### config.mk
export PLATFORM = sky130hd
export DESIGN_NAME = pcdt_row
export DESIGN_NICKNAME = d
export VERILOG_FILES = /design/src/rtl/pcdt_pkg.sv /design/src/rtl/pcdt_row.sv
export SDC_FILE = /design/constraint.sdc
export NUM_CORES = 2
export LEC_CHECK = 0
export BUFFER_PORTS_ARGS = -buffer_cell sky130_fd_sc_hd__buf_4
export CAP_MARGIN = 20
export CORE_UTILIZATION = 30
export CTS_CLUSTER_SIZE = 40
export DETAILED_ROUTE_END_ITERATION = 8
export GPL_ROUTABILITY_DRIVEN = 0
export SYNTH_ARGS = -nofsm -noshare
export SYNTH_HDL_FRONTEND = slang
export SYNTH_SLANG_ARGS = --single-unit
### constraint.sdc
create_clock -name clk_i -period 12.8 [get_ports clk_i]
set_input_delay 2.56 -clock clk_i [delete_from_list [all_inputs] [get_ports clk_i]]
set_output_delay 2.56 -clock clk_i [all_outputs]
set_load 0.02 [all_outputs]
### src/rtl/pcdt_pkg.sv
package pcdt_pkg;

  localparam int CHANNELS    = 64;
  localparam int ENERGY_BITS = 32;
  localparam int AW          = (CHANNELS > 1) ? $clog2(CHANNELS) : 1;

  localparam int CFG_IDX_W = 1;
  localparam logic [CFG_IDX_W-1:0] CFG_SAVE_INTERVAL = 1'b0;
  localparam logic [CFG_IDX_W-1:0] CFG_DOSE_SCALE    = 1'b1;

  localparam logic OP_DEPOSIT = 1'b0;
  localparam logic OP_EOE     = 1'b1;

  localparam logic [15:0] SAVE_INTERVAL_RST = 16'd1;
  localparam logic [31:0] DOSE_SCALE_RST    = 32'd65536;

  typedef enum logic [3:0] {
    S_IDLE,
    S_DEP,
    S_EOE_RD,
    S_EOE_MUL,
    S_EOE_WR,
    S_EOE_END,
    S_MOD_GO,
    S_MOD_WAIT,
    S_REP_SCAN,
    S_REP_LOAD,
    S_REP_CALC,
    S_REP_OUT
  } top_state_e;

  typedef enum logic [3:0] {
    R_IDLE,
    R_S2,
    R_TD,
    R_DIV1,
    R_DSS,
    R_DIV2,
    R_SQ,
    R_DIV3,
    R_SQRT,
    R_MOD,
    R_DONE
  } row_state_e;

  typedef enum logic {
    MODE_ROW,
    MODE_MOD
  } mode_e;

  typedef struct packed {
    logic  start;
    mode_e mode;
  } req_t;

  typedef struct packed {
    logic done;
    logic rem_zero;
  } rsp_t;

  typedef struct packed {
    logic [63:0] td;
    logic [63:0] dse;
    logic [63:0] dss;
    logic [63:0] mds;
    logic [63:0] three;
  } row_t;

endpackage

### src/rtl/pcdt_row.sv
module pcdt_row (
  input  logic              clk_i,
  input  logic              rst_ni,
  input  pcdt_pkg::req_t    req_i,
  input  logic [63:0]       run_i,
  input  logic [63:0]       sq_i,
  input  logic [31:0]       scale_i,
  input  logic [31:0]       count_i,
  input  logic [15:0]       interval_i,
  output pcdt_pkg::rsp_t    rsp_o,
  output pcdt_pkg::row_t    row_o
);

  pcdt_pkg::row_state_e state_q, state_d;

  logic [63:0]  run_q, sq_q, s2_q;
  logic [31:0]  sc_q, n_q;
  logic [63:0]  op_a_q, op_b_q;
  logic [1:0]   klast_q;
  logic [2:0]   mcnt_q;
  logic [63:0]  p_q;
  logic [1:0]   p_sh_q;
  logic         p_vld_q;
  logic [127:0] acc_q, acc_d;
  logic [63:0]  dvd_q;
  logic [31:0]  dvs_q, rem_q;
  logic [5:0]   dcnt_q;
  logic [63:0]  rad_q;
  logic [33:0]  srem_q;
  logic [31:0]  root_q;
  logic [4:0]   scnt_q;
  logic         remz_q;
  logic [63:0]  td_q, dse_q, dss_q, mds_q, three_q;

  logic [31:0]  mul_a, mul_b;
  logic [63:0]  p_d;
  logic         mul_issue, mul_fin;
  logic [32:0]  dt, dr33;
  logic         dge;
  logic [63:0]  q_next;
  logic [31:0]  r_next;
  logic         div_fin;
  logic [34:0]  st, strial, sdiff;
  logic         sge;
  logic [31:0]  root_next;
  logic         sqrt_fin;
  logic [63:0]  td_sat, dss_sat, var_d;
  logic [33:0]  three_d;

  always_comb begin
    mul_a     = mcnt_q[0] ? op_a_q[63:32] : op_a_q[31:0];
    mul_b     = mcnt_q[1] ? op_b_q[63:32] : op_b_q[31:0];
    p_d       = {32'b0, mul_a} * {32'b0, mul_b};
    mul_issue = mcnt_q <= {1'b0, klast_q};
    mul_fin   = mcnt_q == ({1'b0, klast_q} + 3'd1);
    acc_d     = acc_q + (p_vld_q ? ({64'b0, p_q} << {p_sh_q, 5'b0}) : 128'b0);

    dt      = {rem_q, dvd_q[63]};
    dge     = dt >= {1'b0, dvs_q};
    dr33    = dge ? (dt - {1'b0, dvs_q}) : dt;
    r_next  = dr33[31:0];
    q_next  = {dvd_q[62:0], dge};
    div_fin = dcnt_q == 6'd63;

    st        = {srem_q[32:0], rad_q[63:62]};
    strial    = {1'b0, root_q, 2'b01};
    sge       = st >= strial;
    sdiff     = sge ? (st - strial) : st;
    root_next = {root_q[30:0], sge};
    sqrt_fin  = scnt_q == 5'd31;
    three_d   = {1'b0, root_next, 1'b0} + {2'b0, root_next};

    td_sat  = (|acc_d[95:80]) ? '1 : acc_d[79:16];
    dss_sat = (|acc_d[127:96]) ? '1 : acc_d[95:32];
    var_d   = ((|acc_d[127:64]) || (acc_d[63:0] >= mds_q)) ? 64'b0 : (mds_q - acc_d[63:0]);
  end

  always_comb begin
    state_d = state_q;
    unique case (state_q)
      pcdt_pkg::R_IDLE: begin
        if (req_i.start) begin
          state_d = (req_i.mode == pcdt_pkg::MODE_MOD) ? pcdt_pkg::R_MOD : pcdt_pkg::R_S2;
        end
      end
      pcdt_pkg::R_S2:   if (mul_fin) state_d = pcdt_pkg::R_TD;
      pcdt_pkg::R_TD:   if (mul_fin) state_d = pcdt_pkg::R_DIV1;
      pcdt_pkg::R_DIV1: if (div_fin) state_d = pcdt_pkg::R_DSS;
      pcdt_pkg::R_DSS:  if (mul_fin) state_d = pcdt_pkg::R_DIV2;
      pcdt_pkg::R_DIV2: if (div_fin) state_d = pcdt_pkg::R_SQ;
      pcdt_pkg::R_SQ:   if (mul_fin) state_d = pcdt_pkg::R_DIV3;
      pcdt_pkg::R_DIV3: if (div_fin) state_d = pcdt_pkg::R_SQRT;
      pcdt_pkg::R_SQRT: if (sqrt_fin) state_d = pcdt_pkg::R_DONE;
      pcdt_pkg::R_MOD:  if (div_fin) state_d = pcdt_pkg::R_DONE;
      pcdt_pkg::R_DONE: state_d = pcdt_pkg::R_IDLE;
      default:          state_d = pcdt_pkg::R_IDLE;
    endcase
  end

  always_comb begin
    rsp_o.done     = state_q == pcdt_pkg::R_DONE;
    rsp_o.rem_zero = remz_q;
    row_o.td       = td_q;
    row_o.dse      = dse_q;
    row_o.dss      = dss_q;
    row_o.mds      = mds_q;
    row_o.three    = three_q;
  end

  always_ff @(posedge clk_i or negedge rst_ni) begin
    if (!rst_ni) begin
      state_q <= pcdt_pkg::R_IDLE;
    end else begin
      state_q <= state_d;
    end
  end

  always_ff @(posedge clk_i) begin
    if (mul_issue) begin
      p_q     <= p_d;
      p_sh_q  <= {1'b0, mcnt_q[0]} + {1'b0, mcnt_q[1]};
      p_vld_q <= 1'b1;
    end else begin
      p_vld_q <= 1'b0;
    end
    acc_q  <= acc_d;
    mcnt_q <= mcnt_q + 3'd1;

    rem_q  <= r_next;
    dvd_q  <= q_next;
    dcnt_q <= dcnt_q + 6'd1;

    srem_q <= sdiff[33:0];
    root_q <= root_next;
    rad_q  <= {rad_q[61:0], 2'b00};
    scnt_q <= scnt_q + 5'd1;

    unique case (state_q)
      pcdt_pkg::R_IDLE: begin
        run_q <= run_i;
        sq_q  <= sq_i;
        sc_q  <= scale_i;
        n_q   <= (count_i == 32'd0) ? 32'd1 : count_i;
        if (req_i.mode == pcdt_pkg::MODE_MOD) begin
          dvd_q  <= {32'b0, count_i};
          dvs_q  <= (interval_i == 16'd0) ? 32'd1 : {16'b0, interval_i};
          rem_q  <= '0;
          dcnt_q <= '0;
        end else begin
          op_a_q  <= {32'b0, scale_i};
          op_b_q  <= {32'b0, scale_i};
          klast_q <= 2'd0;
          mcnt_q  <= '0;
          acc_q   <= '0;
          p_vld_q <= 1'b0;
        end
      end
      pcdt_pkg::R_S2: begin
        if (mul_fin) begin
          s2_q    <= acc_d[63:0];
          op_a_q  <= run_q;
          op_b_q  <= {32'b0, sc_q};
          klast_q <= 2'd1;
          mcnt_q  <= '0;
          acc_q   <= '0;
          p_vld_q <= 1'b0;
        end
      end
      pcdt_pkg::R_TD: begin
        if (mul_fin) begin
          td_q   <= td_sat;
          dvd_q  <= td_sat;
          dvs_q  <= n_q;
          rem_q  <= '0;
          dcnt_q <= '0;
        end
      end
      pcdt_pkg::R_DIV1: begin
        if (div_fin) begin
          dse_q   <= q_next;
          op_a_q  <= sq_q;
          op_b_q  <= s2_q;
          klast_q <= 2'd3;
          mcnt_q  <= '0;
          acc_q   <= '0;
          p_vld_q <= 1'b0;
        end
      end
      pcdt_pkg::R_DSS: begin
        if (mul_fin) begin
          dss_q  <= dss_sat;
          dvd_q  <= dss_sat;
          rem_q  <= '0;
          dcnt_q <= '0;
        end
      end
      pcdt_pkg::R_DIV2: begin
        if (div_fin) begin
          mds_q   <= q_next;
          op_a_q  <= dse_q;
          op_b_q  <= dse_q;
          klast_q <= 2'd3;
          mcnt_q  <= '0;
          acc_q   <= '0;
          p_vld_q <= 1'b0;
        end
      end
      pcdt_pkg::R_SQ: begin
        if (mul_fin) begin
          dvd_q  <= var_d;
          rem_q  <= '0;
          dcnt_q <= '0;
        end
      end
      pcdt_pkg::R_DIV3: begin
        if (div_fin) begin
          rad_q  <= q_next;
          srem_q <= '0;
          root_q <= '0;
          scnt_q <= '0;
        end
      end
      pcdt_pkg::R_SQRT: begin
        if (sqrt_fin) three_q <= 64'(three_d);
      end
      pcdt_pkg::R_MOD: begin
        if (div_fin) remz_q <= r_next == 32'd0;
      end
      pcdt_pkg::R_DONE: begin
      end
      default: begin
      end
    endcase
  end

endmodule

* Word-level counts from Yosys, hierarchy flattened
Index checks and enable logic that the tools add are counted. Widths: inputs -> output; s select.
Operators by class: shifts and indexed selects 1, bitwise operators 0, muxes and demuxes 68, equal/unequal tests 26, order comparisons 4, $add $sub $neg 10, reductions and logical operators 25, $mul 1, div/mod/pow operators 0
Operators by type and width (count):
- $mux 64 | 15
- $pmux 64 s4 | 3
- $mux 128 | 4
- $pmux 128 s3 | 1
- $mux 32 | 9
- $add 128x128->128 | 1
- $pmux 32 s2 | 2
- $shl 64x7->128 | 1
- $mux 33 | 3
- $ge 64x64->1 | 1
- $logic_not 32->1 | 2
- $mul 32x32->64 | 1
- $reduce_or 64->1 | 1
- $sub 64x64->64 | 1
- $mux 4 | 11
- $pmux 4 s10 | 1
- $ge 35x34->1 | 1
- $add 33x32->34 | 1
- $ge 33x32->1 | 1
- $sub 33x33->33 | 1
- $reduce_or 32->1 | 1
- $sub 32x32->32 | 1
- $ne 2x2->1 const B | 12
- $eq 4x3->1 const B | 4
- 37 further kinds | 56
Storage, ports and cells: latch bits 0, flip-flop bits (word level) 1147, input bits 212, word-level logic and storage cells 164, RAM bits 0, memories 0, output and inout port bits 322, ROM bits 0

* Longest topological paths before layout
depth after elaboration 8, gate-level depth with buffers 37, depth with buffers taken out 33

* Worst setup path after synthesis
Ideal clock, no wire load.
path type register -> register, start register state_q[1], end register op_a_q[0], enable pin, stages on the path, launching flop included 8, required time 12257 ps, path buffers 2, data arrival time 9701 ps, setup slack 2556 ps, clock period less this slack 10244 ps, cells stage by stage dfrtp_1 > clkbuf_1 > nor2_1 > nand2_1 > inv_1 > o21ai_0 > a211oi_1 > clkbuf_1
On the way: word-level cells in the longest chain between the ends 3, elaborated cells on any way between the ends 10, classes of those cells eq/ne: 7; reduce/logical: 3
Ends and longest elaborated chain:
- start: declaration | RTL line pcdt_row.sv:14 | pcdt_pkg::row_state_e state_q, state_d;
- start signal: assignment | RTL line pcdt_row.sv:112 | state_q <= pcdt_pkg::R_IDLE;
- start signal: assignment | RTL line pcdt_row.sv:114 | state_q <= state_d;
- $eq 4x3->1, or another cell as far along | RTL line pcdt_row.sv:138 | unique case (state_q)
- $reduce_bool 4->1 (no source line) or $ne 2x2->1 (tied branches)
- $reduce_and 5->1 (no source line) (*)
- end signal: assignment | RTL line pcdt_row.sv:150 | op_a_q <= {32'b0, scale_i};
- end signal: assignment | RTL line pcdt_row.sv:161 | op_a_q <= run_q;
- end signal: assignment | RTL line pcdt_row.sv:181 | op_a_q <= sq_q;
- end: declaration | RTL line pcdt_row.sv:18 | logic [63:0] op_a_q, op_b_q;
Every way passes the cells marked *; elsewhere a longest branch is shown, timed or not. A chain may end at the register's enable or synchronous reset.

* Worst setup path in the final report
start register mcnt_q[1], end register p_q[63], data pin
On the way: word-level cells in the longest chain between the ends 2
Ends and longest elaborated chain:
- start: declaration | RTL line pcdt_row.sv:20 | logic [2:0] mcnt_q;
- start signal: assignment | RTL line pcdt_row.sv:127 | mcnt_q <= mcnt_q + 3'd1;
- $mux 32 | RTL line pcdt_row.sv:52 | mul_b = mcnt_q[1] ? op_b_q[63:32] : op_b_q[31:0];
- $mul 32x32->64 | RTL line pcdt_row.sv:53 | p_d = {32'b0, mul_a} * {32'b0, mul_b};
- net p_d[63] | RTL line pcdt_row.sv:36 | logic [63:0] p_d;
- end signal: assignment | RTL line pcdt_row.sv:120 | p_q <= p_d;
- end: declaration | RTL line pcdt_row.sv:21 | logic [63:0] p_q;
The timed path passes the listed nets, and every way through them passes these cells.

==> impl_metrics.ini <==
[floorplanning]
core_um2 = 303000
die_h_um = 555
rows = 202
ios = 534
fp.dieArea_um2 = 308000
initial_core_util_pct = 30.2
dieWidth_um = 555

[synthesis]
ys_ff_latch = 1147
synth_cell_type_count = 102
ys.flop_type = edfxtp_1
synth-async-reset-ratio_pct = 0.349
ys_seq_area_share_pct = 33.6
avgSynthCellArea_um2 = 9.68
synth_edf_count = 775
ys_warn_count = 0
synth_top_area_share_pct = 25.4
synth.area.top_cells = edfxtp_1, fa_1, dfxtp_1
synth_cells = 9460
yosys.area.top_type = edfxtp_1
syn_area_um2 = 91600

[setup_path]
max_stage_delay_ns = 0.85
slowest_stage = mux2i_2
endpoint_kind = register
worst_r2r_endpoint = p_q[63]$_DFFE_PN_
crit_type = reg -> reg
cp.arrival_ns = 11.19
r2r_cells = 29
regToRegStartpoint = mcnt_q[1]$_DFF_P_
rrSetupSlack_ns = 2.11
startpoint_type = register
crit_top_cell = fa_1
crit_path_max_fanout = 43
crit_required_ns = 13.30

[hold_path]
holdPathStages = 2
hold_path_class = reg -> reg
min_to = rad_q[31]$_DFF_P_
min_from = rad_q[29]$_DFF_P_

[cts]
post_cts_buffers = 0
cts_sinks = 1147
cts_tree = built
worstSkewPairLatency_ns = 0.80
holdBufCountCts = 0
clockBufferDepth = 3
numCtsBuffers = 120
cts_root_buf = clkbuf_16
post_cts_resized = 0
clkSlewWorstSetupHoldPaths_ns = 0.07
htreeDepth = 3

[global_route]
grt_pass1_wl_mm = 535
grt_antenna_before_repair = 52
gr-total-overflow = 0
grt_pass1_vias = 73500
grt_max_degree = 179
grt_use_total_pct = 24.0

[placement]
port_buffers = 503
dp_hpwl_mm = 299

[detailed_routing]
wl_per_cell_um = 27.3
vias = 76600
drt_iter0_markers = 9177
drc = 0
first_pass_iters = 9
postRouteAntennaNets = 0
routed_wl_mm = 380
vias_per_cell = 5.50

[power_and_ir_drop]
powerDensity_nw_per_um2 = 72.9
ir_worst_vdd_uv = 118
power.leakage_nw = 45.1

[layout]
drive_above_1_share_pct = 11.5
final_core_util_pct = 34.5
area_growth_pct = 14.1
nets = 11500

[timing]
period_needed_ns = 10.69
fin_worst_skew_ns = 0.0466
tightest_slew_ns = 1.36
slew_headroom_pct = 8.46
hold_viol = 0
setup_tns_ns = 0
timing.final.crit_share_pct = 83.5
rsz0062_at_grt = no
report.final.slew_viol_count = 0
setup_viol = 0
clock.fmax_mhz = 93.6

[outcome]
outcome = finished, final reports clean

[job]
maxCapViolations = 0
how the worst max path moves through the flow:
stage / from / slack [ns] / cells past startpoint / end
2_1_floorplan: state_q[1]$_DFFE_PN0P_ / 2.56 / 7 / op_a_q[0]$_DFFE_PP_
5_1_grt: mcnt_q[1]$_DFF_P_ / 1.58 / 29 / p_q[63]$_DFFE_PN_
4_1_cts: mcnt_q[1]$_DFF_P_ / 2.34 / 29 / p_q[63]$_DFFE_PN_
6_report: mcnt_q[1]$_DFF_P_ / 2.11 / 29 / p_q[63]$_DFFE_PN_
3_5_place_dp: mcnt_q[1]$_DFF_P_ / 2.42 / 29 / p_q[63]$_DFFE_PN_
3_3_place_gp: mcnt_q[0]$_DFF_P_ / 2.48 / 30 / p_q[62]$_DFFE_PN_
routing by layer:
metal	routed length [µm]	up-vias	global-route usage, %	share of wire (%)
met5	332	-	0.234	0.087
met4	28100	38	15.1	7.4
met3	48200	1049	7.81	13
met2	162000	4743	35.9	43
met1	142000	38000	29.9	37
li1	-	32700	-	-
sequential cells by signal, summed over array words and instances, names as in the netlist, 33 cells and up:
| signal | count |
|---|---|
| run_q | 64 |
| srem_q | 33 |
| dse_q | 64 |
| dss_q | 64 |
| p_q | 64 |
| s2_q | 64 |
| rad_q | 64 |
| op_a_q | 64 |
| op_b_q | 64 |
| dvd_q | 64 |
| acc_q | 128 |
| mds_q | 64 |
| sq_q | 64 |
| three_q | 34 |
| td_q | 64 |
metrics by stage:
stage / worst slack [ns] / area (µm²) / hold WS [ns] / power (W) / instances
global placement: 2.48 / 100000 / 0.403 / 0.00409 / 13700
detailed placement: 2.42 / 100000 / 0.409 / 0.00409 / 13700
floorplan: 2.56 / 91700 / 0.399 / 0.00402 / 9489
global route: 1.58 / 104000 / 0.428 / 0.00777 / 13900
finish: 2.11 / 105000 / 0.416 / 0.00762 / 13900
CTS: 2.34 / 104000 / 0.418 / 0.00765 / 13900
worst max-delay path: cells and delay by family, from the launching register on:
| family | cells | cell delay (ns) |
|---|---|---|
| AO/OA/AOI/OAI | 8 | 2.28 |
| XOR/XNOR | 1 | 0.10 |
| adder cells (fa/ha/maj) | 9 | 4.53 |
| buffers and inverters | 5 | 0.83 |
| flip-flops | 1 | 0.82 |
| multiplexers | 1 | 0.85 |
| AND/OR/NAND/NOR | 5 | 0.93 |
layout make-up:
| type | count | area (µm²) |
|---|---|---|
| fillers | 31200 | 199000 |
| multi-input cells | 6712 | 55200 |
| flip-flops and latches | 1147 | 30700 |
| repair buffers | 712 | 5380 |
| well taps | 3978 | 4980 |
| inverters | 1107 | 4170 |
| clock buffers | 154 | 3200 |
| clock inverters | 75 | 788 |
| diodes | 32 | 80.1 |
where the power goes:
part           internal (W)  switching [W]  leakage (nW)
registers           0.00392              0          9.98
clock network       0.00197        0.00164          1.94
logic             0.0000469      0.0000460          33.2
cell families (layout without fill, tap and decap cells):
family | Yosys count | after routing | share of synthesized area [%]
AOI/OAI and AO/OA | 1699 | 1699 | 12.7
xor gates and xnor gates | 309 | 309 | 2.96
adders and majority gates | 1460 | 1460 | 27.3
buffers and inverters | 1630 | 2048 | 6.89
DFF | 1147 | 1147 | 33.6
muxes | 231 | 231 | 2.62
other | 1 | 62 | 0.00409
and+or+nand+nor | 2983 | 2983 | 14.0
cells in the mapped netlist (27+ instances only):
cell type and number:
nor2_1 1203, inv_1 1107, nand2_1 1089, fa_1 900
edfxtp_1 775, ha_1 560, a21oi_1 455, clkbuf_1 417
dfxtp_1 368, o21ai_0 258, xnor2_1 193, a21o_1 176
mux2i_1 160, nor3_1 118, xor2_1 115, nand4_1 112
nand3_1 104, a22o_1 94, mux2_2 71, a31oi_1 70
o21bai_1 70, a221o_1 69, and3_1 59, and2_1 55
nor2b_1 55, o211ai_1 55, o21a_1 51, a211oi_1 48
a222oi_1 40, buf_1 40, a41oi_1 38, nor4_1 38
nand2b_1 35, buf_4 33, o31ai_1 33, buf_2 28
o22ai_1 27, or3_1 27
placed cells by master (no fill, tap or decap), drive strengths merged, types with 160 or more instances in the layout:
| master | netlist | layout |
|---|---|---|
| a21o | 176 | 176 |
| a21oi | 458 | 458 |
| buf | 106 | 712 |
| dfxtp | 368 | 368 |
| edfxtp | 775 | 775 |
| fa | 900 | 900 |
| ha | 560 | 560 |
| inv | 1107 | 1116 |
| mux2i | 160 | 160 |
| nand2 | 1089 | 1089 |
| nor2 | 1204 | 1204 |
| o21ai | 273 | 273 |
| xnor2 | 194 | 194 |
(Power assumes the default switching activity.)
